### config.mk
export PLATFORM = sky130hd
export DESIGN_NAME = ipc_ctrl
export DESIGN_NICKNAME = d
export VERILOG_FILES = /design/src/ipc_pkg.sv /design/src/ipc_ctrl.sv
export SDC_FILE = /design/constraint.sdc
export NUM_CORES = 1
export LEC_CHECK = 0
export BUFFER_PORTS_ARGS = -buffer_cell sky130_fd_sc_hd__buf_2
export CORE_MARGIN = 8
export CORE_UTILIZATION = 52
export CTS_BUF_LIST = sky130_fd_sc_hd__clkbuf_8 sky130_fd_sc_hd__clkbuf_16
export CTS_CLUSTER_DIAMETER = 80
export CTS_CLUSTER_SIZE = 14
export DETAILED_ROUTE_END_ITERATION = 8
export GPL_ROUTABILITY_DRIVEN = 0
export GPL_TIMING_DRIVEN = 0
export PLACE_DENSITY = 0.84
export SETUP_SLACK_MARGIN = 0.02
export SYNTH_ARGS = -nofsm -noshare
export SYNTH_HDL_FRONTEND = slang
export SYNTH_SLANG_ARGS = --single-unit
### constraint.sdc
create_clock -name i_clk -period 3.7 [get_ports i_clk]
set_input_delay 0.185 -clock i_clk [delete_from_list [all_inputs] [get_ports i_clk]]
set_output_delay 0.185 -clock i_clk [all_outputs]
set_load 0.02 [all_outputs]
### src/ipc_pkg.sv
// ----------------------------------------------------------------------------
// ipc_pkg
// Shared types, codes and constants of the IPI coalescer.
// ----------------------------------------------------------------------------
`default_nettype none
package ipc_pkg;

    localparam int NUM_CPUS_DEF  = 8;
    localparam int NUM_TYPES_DEF = 8;

    localparam logic [63:0] NS_PER_SEC = 64'd1_000_000_000;

    // configuration register indexes
    localparam logic CFG_FREQ   = 1'b0;
    localparam logic CFG_ONLINE = 1'b1;

    // request codes
    localparam logic [1:0] REQ_SEND  = 2'd0;
    localparam logic [1:0] REQ_BCAST = 2'd1;
    localparam logic [1:0] REQ_DRAIN = 2'd2;
    localparam logic [1:0] REQ_QUERY = 2'd3;

    // shared arithmetic unit operations
    localparam logic MD_MUL = 1'b0;
    localparam logic MD_DIV = 1'b1;

    // operand selections for the arithmetic unit
    localparam logic [1:0] SEL_MUL_TICKS = 2'd0;
    localparam logic [1:0] SEL_DIV_FREQ  = 2'd1;
    localparam logic [1:0] SEL_MUL_AVG   = 2'd2;
    localparam logic [1:0] SEL_DIV_AVG   = 2'd3;

    // result kinds
    localparam logic [2:0] K_BAD   = 3'd0;
    localparam logic [2:0] K_SEND  = 3'd1;
    localparam logic [2:0] K_MASK  = 3'd2;
    localparam logic [2:0] K_TYPE  = 3'd3;
    localparam logic [2:0] K_EMPTY = 3'd4;
    localparam logic [2:0] K_QUERY = 3'd5;

    typedef struct packed {
        logic       in_ready;
        logic       send_do;
        logic       bc_init;
        logic       bc_step;
        logic       drain_init;
        logic       scan_next;
        logic       stamp_rd;
        logic       md_start;
        logic [1:0] md_sel;
        logic       ns_load;
        logic       rec_minmax;
        logic       avg_wr;
        logic       cnt_wr;
        logic       emit;
        logic [2:0] kind;
    } t_cmd;

    typedef struct packed {
        logic       req_valid;
        logic [1:0] req_type;
        logic       cpu_ok;
        logic       typ_ok;
        logic       target_on;
        logic       c_last;
        logic       pend_zero;
        logic       pend_bit;
        logic       pend_last;
        logic       stamp_use;
        logic       ns_zero;
        logic       next_zero;
        logic       md_done;
        logic       out_free;
    } t_sts;

endpackage
`default_nettype wire

### src/ipc_ctrl.sv
// ----------------------------------------------------------------------------
// ipc_ctrl
// Sequencer: decodes a request and steps the datapath through it.
// ----------------------------------------------------------------------------
`default_nettype none
module ipc_ctrl (
    input  wire logic          i_clk,
    input  wire logic          i_rst_n,
    input  wire ipc_pkg::t_sts i_sts,
    output ipc_pkg::t_cmd      o_cmd
);
    localparam logic [3:0] S_IDLE   = 4'd0;
    localparam logic [3:0] S_DECODE = 4'd1;
    localparam logic [3:0] S_BCAST  = 4'd2;
    localparam logic [3:0] S_DSTART = 4'd3;
    localparam logic [3:0] S_DSCAN  = 4'd4;
    localparam logic [3:0] S_DCHK   = 4'd5;
    localparam logic [3:0] S_DMUL1  = 4'd6;
    localparam logic [3:0] S_DDIV1  = 4'd7;
    localparam logic [3:0] S_DREC   = 4'd8;
    localparam logic [3:0] S_DREC2  = 4'd9;
    localparam logic [3:0] S_DMUL2  = 4'd10;
    localparam logic [3:0] S_DDIV2  = 4'd11;
    localparam logic [3:0] S_EMIT   = 4'd12;

    logic [3:0] r_state, n_state;
    logic [2:0] r_kind, n_kind;

    always_comb begin
        n_state = r_state;
        n_kind  = r_kind;
        o_cmd   = '0;
        o_cmd.kind = r_kind;
        unique case (r_state)
            S_IDLE: begin
                o_cmd.in_ready = 1'b1;
                if (i_sts.req_valid) begin
                    n_state = S_DECODE;
                end
            end
            S_DECODE: begin
                n_state = S_EMIT;
                n_kind  = ipc_pkg::K_BAD;
                unique case (i_sts.req_type)
                    ipc_pkg::REQ_SEND: begin
                        if (i_sts.cpu_ok && i_sts.typ_ok && i_sts.target_on) begin
                            o_cmd.send_do = 1'b1;
                            n_kind = ipc_pkg::K_SEND;
                        end
                    end
                    ipc_pkg::REQ_BCAST: begin
                        if (i_sts.typ_ok) begin
                            o_cmd.bc_init = 1'b1;
                            n_state = S_BCAST;
                        end
                    end
                    ipc_pkg::REQ_DRAIN: begin
                        if (i_sts.cpu_ok) begin
                            o_cmd.drain_init = 1'b1;
                            n_state = S_DSTART;
                        end
                    end
                    ipc_pkg::REQ_QUERY: begin
                        if (i_sts.cpu_ok) begin
                            n_kind = ipc_pkg::K_QUERY;
                        end
                    end
                    default: ;
                endcase
            end
            S_BCAST: begin
                o_cmd.bc_step = 1'b1;
                if (i_sts.c_last) begin
                    n_kind  = ipc_pkg::K_MASK;
                    n_state = S_EMIT;
                end
            end
            S_DSTART: begin
                if (i_sts.pend_zero) begin
                    n_kind  = ipc_pkg::K_EMPTY;
                    n_state = S_EMIT;
                end else begin
                    n_state = S_DSCAN;
                end
            end
            S_DSCAN: begin
                if (i_sts.pend_bit) begin
                    o_cmd.stamp_rd = 1'b1;
                    n_state = S_DCHK;
                end else begin
                    o_cmd.scan_next = 1'b1;
                end
            end
            S_DCHK: begin
                n_kind = ipc_pkg::K_TYPE;
                if (i_sts.stamp_use) begin
                    o_cmd.md_start = 1'b1;
                    o_cmd.md_sel   = ipc_pkg::SEL_MUL_TICKS;
                    n_state = S_DMUL1;
                end else begin
                    n_state = S_EMIT;
                end
            end
            S_DMUL1: begin
                if (i_sts.md_done) begin
                    o_cmd.md_start = 1'b1;
                    o_cmd.md_sel   = ipc_pkg::SEL_DIV_FREQ;
                    n_state = S_DDIV1;
                end
            end
            S_DDIV1: begin
                if (i_sts.md_done) begin
                    o_cmd.ns_load = 1'b1;
                    n_state = S_DREC;
                end
            end
            S_DREC: begin
                if (i_sts.ns_zero) begin
                    n_state = S_EMIT;
                end else begin
                    o_cmd.rec_minmax = 1'b1;
                    n_state = S_DREC2;
                end
            end
            S_DREC2: begin
                if (i_sts.next_zero) begin
                    // count wraps: average stays as it is
                    o_cmd.cnt_wr = 1'b1;
                    n_state = S_EMIT;
                end else begin
                    o_cmd.md_start = 1'b1;
                    o_cmd.md_sel   = ipc_pkg::SEL_MUL_AVG;
                    n_state = S_DMUL2;
                end
            end
            S_DMUL2: begin
                if (i_sts.md_done) begin
                    o_cmd.md_start = 1'b1;
                    o_cmd.md_sel   = ipc_pkg::SEL_DIV_AVG;
                    n_state = S_DDIV2;
                end
            end
            S_DDIV2: begin
                if (i_sts.md_done) begin
                    o_cmd.avg_wr = 1'b1;
                    o_cmd.cnt_wr = 1'b1;
                    n_state = S_EMIT;
                end
            end
            S_EMIT: begin
                if (i_sts.out_free) begin
                    o_cmd.emit = 1'b1;
                    if (r_kind == ipc_pkg::K_TYPE && !i_sts.pend_last) begin
                        n_state = S_DSCAN;
                    end else begin
                        n_state = S_IDLE;
                    end
                end
            end
            default: n_state = S_IDLE;
        endcase
    end

    always_ff @(posedge i_clk) begin
        if (!i_rst_n) begin
            r_state <= S_IDLE;
            r_kind  <= ipc_pkg::K_BAD;
        end else begin
            r_state <= n_state;
            r_kind  <= n_kind;
        end
    end
endmodule
`default_nettype wire

# [After elaboration in Yosys (flattened, before gate mapping)]
# Index checks and enable logic that the tools add are counted.
[word_totals] ff_bits=7 output_inout_bits=18 inputBits=17 wordCells=87
[op_classes] n_eq_ne=25 n_mux=51 n_reduce_logical=9
[op_table] operator="$pmux W4 S13" n=1
[op_table] operator="$mux W4" n=12
[op_table] operator="$mux W3" n=10
[op_table] operator="$pmux W3 S4" n=2
[op_table] operator="$eq A4 B4 Y1 const B" n=5
[op_table] operator="$mux W1" n=20
[op_table] operator="$ne A2 B2 Y1 const B" n=9
[op_table] operator="$eq A4 B3 Y1 const B" n=4
[op_table] operator="$eq A4 B2 Y1 const B" n=2
[op_table] operator="$pmux W4 S2" n=1
[op_table] operator="$reduce_and A8 Y1" n=1
[op_table] operator="$mux W2" n=3
[op_table] operator="$pmux W3 S2" n=1
[op_table] operator="$eq A2 B2 Y1 const B" n=2
[op_table] operator="$eq A4 B1 Y1 const B" n=1
[op_table] operator="$logic_not A4 Y1" n=1
[op_table] operator="$reduce_bool A4 Y1" n=1
[op_table] operator="$eq A3 B2 Y1 const B" n=1
[op_table] operator="$logic_and A1 B1 Y1" n=3
[op_table] operator="$reduce_and A3 Y1" n=1
[op_table] operator="$eq A2 B1 Y1 const B" n=1
[op_table] operator="$logic_not A2 Y1" n=1
[op_table] operator="$pmux W1 S2" n=1
[op_table] operator="$logic_not A1 Y1" n=1

# [Longest topological paths before layout]
# Gate-level depths: netlist of run 1.
[logic_depth] ltp_word=5 ltp_mapped=6 mapped_depth_nobuf=6

# [Worst setup path after synthesis of run 1]
# No wires, ideal clock.
[synth_timing] kind="register -> output" from="reg r_state[2]" to="out o_cmd[10] (netlist name)" t_required_ns=3.515 arrival_time_ns=1.543 path_slack_ns=1.972 path_stages_with_launch=6 path_buffers=2 path_cell_list="dfxtp_1 -> buf_4 -> buf_6 -> xnor2_1 -> nor3_1 -> a21o_1"
[synth_lines] item="start, declared" line_no="ipc_ctrl.sv:26" source="logic [3:0] r_state, n_state;"
[synth_lines] item="start signal, assigned" line_no="ipc_ctrl.sv:169" source="r_state <= n_state;"
[synth_lines] item="end, declared" line_no="ipc_ctrl.sv:10" source="output ipc_pkg::t_cmd o_cmd"

==> impl_summary.log, run 1 <==
[metrics] number of antenna violations at the first check in global routing: 0
[metrics] vias in the first global route: 1081
[metrics] Leak Pwr: between 0.5 and 0.6 nW
[metrics] Post-DRT Antenna Nets: 0
[metrics] PortBufs: 34
[metrics] Resized Gates After CTS: 0
[metrics] worst-case clock skew: roughly 0.17 ps
[metrics] Detailed Place HPWL: 2380 microns
[metrics] Worst EP arrival: 1610 ps
[metrics] Final period util: 48.5%
[metrics] fraction of registers with async set/reset: 0%
[metrics] H-tree Lvls: 1
[metrics] number of post-CTS setup repair buffers: 0
[metrics] fin crit period: 1790 ps
[metrics] run status: complete, no violations
[metrics] Hold Vio Cnt, Final: 0
[metrics] first element of the critical path: r_state[3]
[metrics] vias post-DR: between 1000 and 1500
[metrics] number of cell instances on the worst register-to-register path: 5
[metrics] Worst-path clk slew: 40 ps
[metrics] cells traversed along the worst timing path: buf_4, buf_2, nand2_1, o22ai_1, a21o_1, buf_2
[metrics] drt via density: slightly above 6
[metrics] horizontal die dimension: 58.2 microns
[metrics] initial cell density of the core: between 50% and 60%
[metrics] overflow left after global routing: 0
[metrics] I/O pin count: 35
[metrics] ranking of synthesized cells by area: dfxtp_1 15%, ha_1 5.4%, o21ai_0 3.8%, nor2b_1 3.4%, buf_4 3.2%
[metrics] critical register-to-register path endpoint: r_state[2]
[metrics] max incr delay on CP: 410 ps
[metrics] nets: 182
[metrics] row count: 15
[metrics] maximum number of pins on one net before global-route repair: 11
[metrics] number of enable flip-flop cells after synthesis: 0
[metrics] Worst path top cell family by delay: buffers and inverters
[metrics] RSZ-0062 raised after global routing: no
[metrics] worst slew margin relative to its limit: between 70 and 80%
[metrics] routed wire length: 2950 microns
[metrics] power per standard cell area: 658 nW/um^2
[metrics] Residual DRC: 0
[metrics] logic depth of the worst setup path including buffers: 6
[metrics] startpoint of the lowest-slack register-to-register path: r_state[1]
[metrics] maxcap violations: 0
[metrics] syn_nets: 143
[metrics] number of buffers and inverters on the critical path: 3
[metrics] number of buffers inserted during clock tree synthesis: 3
[metrics] TritonCTS clock tree: yes
[metrics] post-synthesis instance total: 122
[metrics] most numerous cell types in the synthesized netlist: 7 x dfxtp_1, 7 x inv_1, 7 x nand2_1, 7 x nor2_1, 7 x o21ai_0
[metrics] total global routing track utilization: 17.8%
[metrics] cell seen most often among critical-path stages: buf_2
[metrics] Fin Setup TNS: 0 ps
[metrics] startpoint type of the worst setup path: flip-flop
[metrics] Root Buffer: clkbuf_8
[metrics] routed wirelength normalized by instance count: around 16 microns
[metrics] Starting DRT DRC Count: between 60 and 70
[metrics] portion of the post-synthesis area used by sequential elements: 15.1%
[metrics] hold-fix buffer count after cts: 0
[metrics] First-pass DRT Iterations: 4
[metrics] WS Path Type: flip-flop to primary output
[metrics] Critical Path End: o_cmd[10]
[metrics] largest buffer count on any clock path: 2
[metrics] layout cells sized above 1: 32.5%
[metrics] number of sinks on the clock net: 7
[metrics] peak supply drop: ~0.47 mV
[metrics] total standard cell area after synthesis: 927 sq um
[metrics] worst reg2reg setup slack: 2190 ps
[metrics] relative area change from synthesis to final layout: 26.6%
[metrics] die boundary height: 58.2 microns
[metrics] sort of element at the end of the critical path: primary output
[metrics] die area: around 3400 sq um
[metrics] Layout Cells excl Fill: 185
[metrics] Synth Warn #: 0
[metrics] Yosys top cell by area: dfxtp_1
[metrics] setup violation total in the final timing report: 0
[metrics] slowest stage cell, crit path: dfxtp_1
[metrics] total core area: 1710 sq um
[metrics] synthesized area divided by synthesized cell count: about 7.6 sq um
[metrics] type of the most critical hold path: primary input to flip-flop
[metrics] instance count after placement with tap cells included: 181
[metrics] required time worst endpoint: 3510 ps
[metrics] clock insertion delay at the later pin of the skew report: roughly 220 ps
[metrics] post-synth top area share: 15.1%
[metrics] fmax: about 560 MHz
[metrics] most frequently used flop master after synthesis: dfxtp_1
[metrics] number of distinct standard cells referenced by the synthesized netlist: 48
[metrics] transition time at the pin with the least slew margin: 415 ps
[metrics] first-pass GRT wire length: 4800 microns
[metrics] Antenna diodes: 0
[metrics] maximum net fanout on the critical path: 10
[metrics] total count of max-transition violations in the final report: 0
[metrics] count of state elements after synthesis: 7
layer usage:
metal | wire length, microns | global-route usage [%]
met5 | 0 | 0
met4 | 61 | 12.9
met3 | 269 | 3.53
met2 | 1420 | 29.8
met1 | 1200 | 19.5
cell type report:
cell class	instances	area (sq um)
buffer	9	67.6
clock buffer	3	41.3
clock inverter	1	3.75
fill	148	534
inverter	7	26.3
multi-input combinational	99	693
sequential	7	140
tap	25	31.3
timing repair buffer	34	170
registers in the layout, summed over array words and instances, names as in the netlist:
signal	flops
r_kind	3
r_state	4
layout by cell type (no fill, tap or decap), drive strengths merged, types with 3 or more instances in the layout:
master and count:
buf 43, o21ai 9, inv 8, nor2 7, nand2 7, dfxtp 7
nor2b 5, a21oi 5, nor4 5, and3 4, nor3 4, nor3b 4
nand2b 4, ha 4, a21boi 4, nand3 3, o2bb2ai 3, clkbuf 3
logic make-up (layout without fill, tap and decap cells):
logic type / Yosys count / count (layout) / share of synthesized area, %
adder cells (fa/ha/maj): 4 / 4 / 5.40
multiplexers: 1 / 1 / 1.08
buffers and inverters: 16 / 54 / 10.1
AND/OR/NAND/NOR: 53 / 53 / 35.2
AO/OA/AOI/OAI: 40 / 40 / 32.1
flip-flops: 7 / 7 / 15.1
XOR/XNOR: 1 / 1 / 0.945
metrics by stage:
| stage | total power, mW | area, sq um | setup WS, ps | util, % | hold slack (ps) |
|---|---|---|---|---|---|
| floorplan | 0.524 | 927 | 1970 | - | 331 |
| global placement | 0.647 | 1130 | 2160 | 66.1 | 480 |
| detailed placement | 0.660 | 1130 | 2120 | 66.1 | 488 |
| CTS | 0.766 | 1170 | 1900 | 68.7 | 266 |
| global route | 0.829 | 1170 | 1730 | 68.7 | 273 |
| finish | 0.772 | 1170 | 1910 | 68.7 | 275 |
worst min path at each step:
stage / cells after the start / slack [ps] / startpoint / end
floorplan: 2 / 330 / i_rst_n / r_state[2]
global placement: 2 / 480 / r_kind[1] / r_kind[1]
detailed placement: 2 / 490 / r_kind[1] / r_kind[1]
CTS: 2 / 270 / i_rst_n / r_kind[2]
global route: 2 / 270 / i_rst_n / r_kind[2]
finish: 2 / 280 / i_rst_n / r_kind[2]
power breakdown:
group,internal [mW],switching [mW]
combinational,0.213,0.331
sequential,0.101,0.0265
clock,0.0713,0.0291
(Power assumes the default switching activity.)
==> inputs of run 2 (changes only) <==
--- a/config.mk
+++ b/config.mk
@@ -5,16 +5,17 @@
 export SDC_FILE = /design/constraint.sdc
 export NUM_CORES = 1
 export LEC_CHECK = 0
+export ABC_AREA = 1
 export BUFFER_PORTS_ARGS = -buffer_cell sky130_fd_sc_hd__buf_2
 export CORE_MARGIN = 8
-export CORE_UTILIZATION = 52
+export CORE_UTILIZATION = 47
 export CTS_BUF_LIST = sky130_fd_sc_hd__clkbuf_8 sky130_fd_sc_hd__clkbuf_16
 export CTS_CLUSTER_DIAMETER = 80
 export CTS_CLUSTER_SIZE = 14
 export DETAILED_ROUTE_END_ITERATION = 8
 export GPL_ROUTABILITY_DRIVEN = 0
 export GPL_TIMING_DRIVEN = 0
-export PLACE_DENSITY = 0.84
+export PLACE_DENSITY = 0.78
 export SETUP_SLACK_MARGIN = 0.02
 export SYNTH_ARGS = -nofsm -noshare
 export SYNTH_HDL_FRONTEND = slang
==> constraint.sdc (replaced) <==
create_clock -name i_clk -period 1.7 [get_ports i_clk]
set_input_delay 0.085 -clock i_clk [delete_from_list [all_inputs] [get_ports i_clk]]
set_output_delay 0.085 -clock i_clk [all_outputs]
set_load 0.02 [all_outputs]
==> run 2 against run 1 <==
Clock-buffer cell count stayed put. Critical path depth is 1 lower. Worst setup slack worse by 1800 ps. Combinational power is 84% higher. Clock power is 130% higher. Cell area is 5.1% lower. Die area is 2.5% higher. Critical path type unchanged. Critical endpoint is now o_cmd[9].
==> impl_summary.log, run 2 <==
[metrics] WS Path Type: flip-flop to primary output (unchanged)
[metrics] register containing the most flip-flops in the final layout: r_state (unchanged)
[metrics] total global routing track utilization: 14.4% (was 17.8%)
[metrics] number of filler instances in the final layout: 191 (was 148)
[metrics] largest buffer count on any clock path: 2 (unchanged)
[metrics] layout cells sized above 1: 26.9% (was 32.5%)
[metrics] worst slew margin relative to its limit: 78.8% (was 72.1%)
[metrics] worst-case clock skew: 2.95 ps (was 0.166 ps)
[metrics] total standard cell area after synthesis: 867 sq um (was 927 sq um)
[metrics] Detailed Place HPWL: 2130 microns (was 2380 microns)
[metrics] setup violation total in the final timing report: 0 (unchanged)
[metrics] syn_nets: 176 (was 143)
[metrics] die boundary height: 59.0 microns (was 58.2 microns)
[metrics] I/O pin count: 35 (unchanged)
[metrics] Worst-path clk slew: 40 ps (about the same)
[metrics] final core area utilization: 64.5% (was 68.7%)
[metrics] first-pass GRT wire length: 4120 microns (was 4800 microns)
[metrics] type of the most critical hold path: primary input to flip-flop (unchanged)
[metrics] synthesized area divided by synthesized cell count: 5.59 sq um (was 7.60 sq um)
[metrics] max reg flops: 4 (unchanged)
[metrics] vias in the first global route: 1019 (was 1081)
[metrics] power per standard cell area: 1370 nW/um^2 (was 658 nW/um^2)
[metrics] Root Buffer: clkbuf_8 (unchanged)
[metrics] portion of the post-synthesis area used by sequential elements: 16.2% (was 15.1%)
[metrics] H-tree Lvls: 1 (unchanged)
[metrics] fin crit period: 1560 ps
[metrics] area used by multi-input combinational logic: 627 sq um (was 693 sq um)
[metrics] routed wirelength normalized by instance count: 11.3 microns (was 16.0 microns)
[metrics] die area: 3480 sq um (was 3390 sq um)
[metrics] number of antenna violations at the first check in global routing: 0 (unchanged)
[metrics] clock insertion delay at the later pin of the skew report: 230 ps (was 220 ps)
[metrics] fraction of registers with async set/reset: 0% (unchanged)
[metrics] row count: 15 (unchanged)
[metrics] total count of max-transition violations in the final report: 0 (unchanged)
[metrics] horizontal die dimension: 59.0 microns (was 58.2 microns)
[metrics] GR met2 Demand/Resource: 27.3% (was 29.8%)
[metrics] post-synthesis instance total: 155 (was 122)
[metrics] First-pass DRT Iterations: 4 (unchanged)
[metrics] fmax: 642 MHz
[metrics] commonest cells after routing, fill and taps aside: 46 x nand2_1, 34 x buf_2, 29 x nor2_1 (was 37 x buf_2, 8 x inv_1)
[metrics] drt via density: 5.04 (was 6.08)
[metrics] ranking of synthesized cells by area: nand2_1 20%, dfxtp_1 16%, nor2_1 13%, inv_1 10%, ha_1 5.8% (was dfxtp_1 15%, ha_1 5.4%, o21ai_0 3.8%, nor2b_1 3.4%, buf_4 3.2%)
[metrics] registers with the most flip-flops: r_state (4), r_kind (3) (unchanged)
[metrics] slowest stage cell, crit path: dfxtp_1 (unchanged)
[metrics] RSZ-0062 raised after global routing: no (unchanged)
[metrics] routed wire length: 2470 microns (was 2950 microns)
[metrics] max incr delay on CP: 500 ps (was 410 ps)
[metrics] run status: complete, no violations (unchanged)
[metrics] required time worst endpoint: 1620 ps (was 3510 ps)
[metrics] combined flip-flop and latch cell area: 140 sq um (unchanged)
[metrics] Antenna diodes: 0 (unchanged)
[metrics] most numerous cell types in the synthesized netlist: 46 x nand2_1, 29 x nor2_1, 24 x inv_1, 7 x dfxtp_1, 7 x o21ai_0 (was 7 x dfxtp_1, 7 x inv_1, 7 x nand2_1, 7 x nor2_1, 7 x o21ai_0)
[metrics] sort of element at the end of the critical path: primary output (unchanged)
[metrics] maximum net fanout on the critical path: 6 (was 10)
[metrics] grt peak-use layer: met2 (unchanged)
[metrics] Post-DRT Antenna Nets: 0 (unchanged)
[metrics] overflow left after global routing: 0 (unchanged)
[metrics] TritonCTS clock tree: yes (unchanged)
[metrics] most frequently used flop master after synthesis: dfxtp_1 (unchanged)
[metrics] number of enable flip-flop cells after synthesis: 0 (unchanged)
[metrics] Residual DRC: 0 (unchanged)
[metrics] cells traversed along the worst timing path: inv_4, nor2_2, nand3b_1, o31ai_1, buf_2 (was buf_4, buf_2, nand2_1, o22ai_1, a21o_1, buf_2)
[metrics] initial cell density of the core: 50.2% (was 54.3%)
[metrics] Resized Gates After CTS: 0 (unchanged)
[metrics] Yosys top cell by area: nand2_1 (was dfxtp_1)
[metrics] startpoint type of the worst setup path: flip-flop (unchanged)
[metrics] most frequent cell after synthesis: nand2_1
[metrics] hold-fix buffer count after cts: 0 (unchanged)
[metrics] Final period util: 91.6%
[metrics] total core area: 1730 sq um (was 1710 sq um)
[metrics] maxcap violations: 0 (unchanged)
[metrics] Global Route met1 Usage: 15.8% (was 19.5%)
[metrics] maximum number of pins on one net before global-route repair: 8 (was 11)
[metrics] number of sinks on the clock net: 7 (unchanged)
[metrics] vias post-DR: 1099 (was 1125)
[metrics] met3 track demand over resource in global routing: 3.48% (was 3.53%)
[metrics] Hold Vio Cnt, Final: 0 (unchanged)
[metrics] number of post-CTS setup repair buffers: 0 (unchanged)
[metrics] Worst EP arrival: 1470 ps (was 1610 ps)
[metrics] count of state elements after synthesis: 7 (unchanged)
[metrics] peak supply drop: 0.808 mV (was 0.474 mV)
[metrics] relative area change from synthesis to final layout: 28.4% (was 26.6%)
[metrics] number of distinct standard cells referenced by the synthesized netlist: 22 (was 48)
[metrics] number of buffers inserted during clock tree synthesis: 3 (unchanged)
[metrics] transition time at the pin with the least slew margin: 317 ps (was 415 ps)
[metrics] nets: 215 (was 182)
[metrics] post-synth top area share: 19.9% (was 15.1%)
[metrics] most frequent standard cell in the layout excluding fill and tap cells: nand2_1 (was buf_2)
[metrics] Fin Setup TNS: 0 ps (unchanged)
[metrics] Leak Pwr: 0.700 nW (was 0.547 nW)
[metrics] PortBufs: 34 (unchanged)
[metrics] Starting DRT DRC Count: 27 (was 69)
[metrics] Synth Warn #: 0 (unchanged)
## run 2: changes by cell type after synthesis, sizes merged, moves of 5 or more
| cell | previous run | this run |
|---|---|---|
| nor4 | 5 | 0 |
| nor2 | 7 | 32 |
| buf | 9 | 0 |
| inv | 7 | 26 |
| nor2b | 5 | 0 |
| nand2 | 7 | 54 |
## run 2: routing by layer
metal | wire (microns) | vias up
met5 | 0 | -
met4 | 4 | 0
met3 | 224 | 2
met2 | 1280 | 50
met1 | 959 | 492
li1 | - | 555
## run 2: final timing paths
| path | start | to | slack [ps] | depth (start not counted) |
|---|---|---|---|---|
| hold / removal | i_rst_n | r_kind[0] | 120 | 3 |
| setup reg to reg | r_state[3] | r_kind[1] | 240 | 7 |
| setup / recovery | r_state[3] | o_cmd[9] | 140 | 5 |
| hold reg to reg | r_kind[0] | r_kind[0] | 530 | 4 |
## run 2: metrics by stage
| step | setup slack [ps] | total power [mW] | hold WS, ps | instance area, sq um | cells |
|---|---|---|---|---|---|
| 2_1_floorplan | 385 | 1.05 | 205 | 867 | 155 |
| 3_3_place_gp | 300 | 1.26 | 351 | 1070 | 214 |
| 3_5_place_dp | 254 | 1.30 | 352 | 1070 | 214 |
| 4_1_cts | 167 | 1.53 | 117 | 1110 | 218 |
| 5_1_grt | 39.3 | 1.66 | 133 | 1110 | 218 |
| 6_report | 143 | 1.52 | 118 | 1110 | 218 |
## run 2: kinds of logic after synthesis
kind of cell / Yosys count / synth area share [%]
adders and majority gates: 4 / 5.77
DFF: 7 / 16.2
and+or+nand+nor: 104 / 57.9
AOI/OAI and AO/OA: 14 / 8.66
buffers and inverters: 26 / 11.5
## run 2: power by group
group | switching [mW] | internal [mW] | leakage, nW | total [mW]
Sequential | 0.0783 | 0.220 | 0.0574 | 0.299
Combinational | 0.673 | 0.328 | 0.616 | 1.00
Clock | 0.0693 | 0.156 | 0.0269 | 0.225
## run 2: cell type report
| type | count | area share [%] |
|---|---|---|
| tap | 25 | 2.81 |
| clock inverter | 1 | 0.337 |
| multi-input combinational | 122 | 56.3 |
| timing repair buffer | 34 | 15.3 |
| sequential | 7 | 12.6 |
| inverter | 26 | 8.99 |
| clock buffer | 3 | 3.71 |
## run 2: worst max-delay path, delay by kind of cell, from the launching register on
| kind | cells | cell delay, ps |
|---|---|---|
| buffers and inverters | 2 | 290 |
| and+or+nand+nor | 2 | 350 |
| AOI/OAI and AO/OA | 1 | 100 |
| DFF | 1 | 500 |
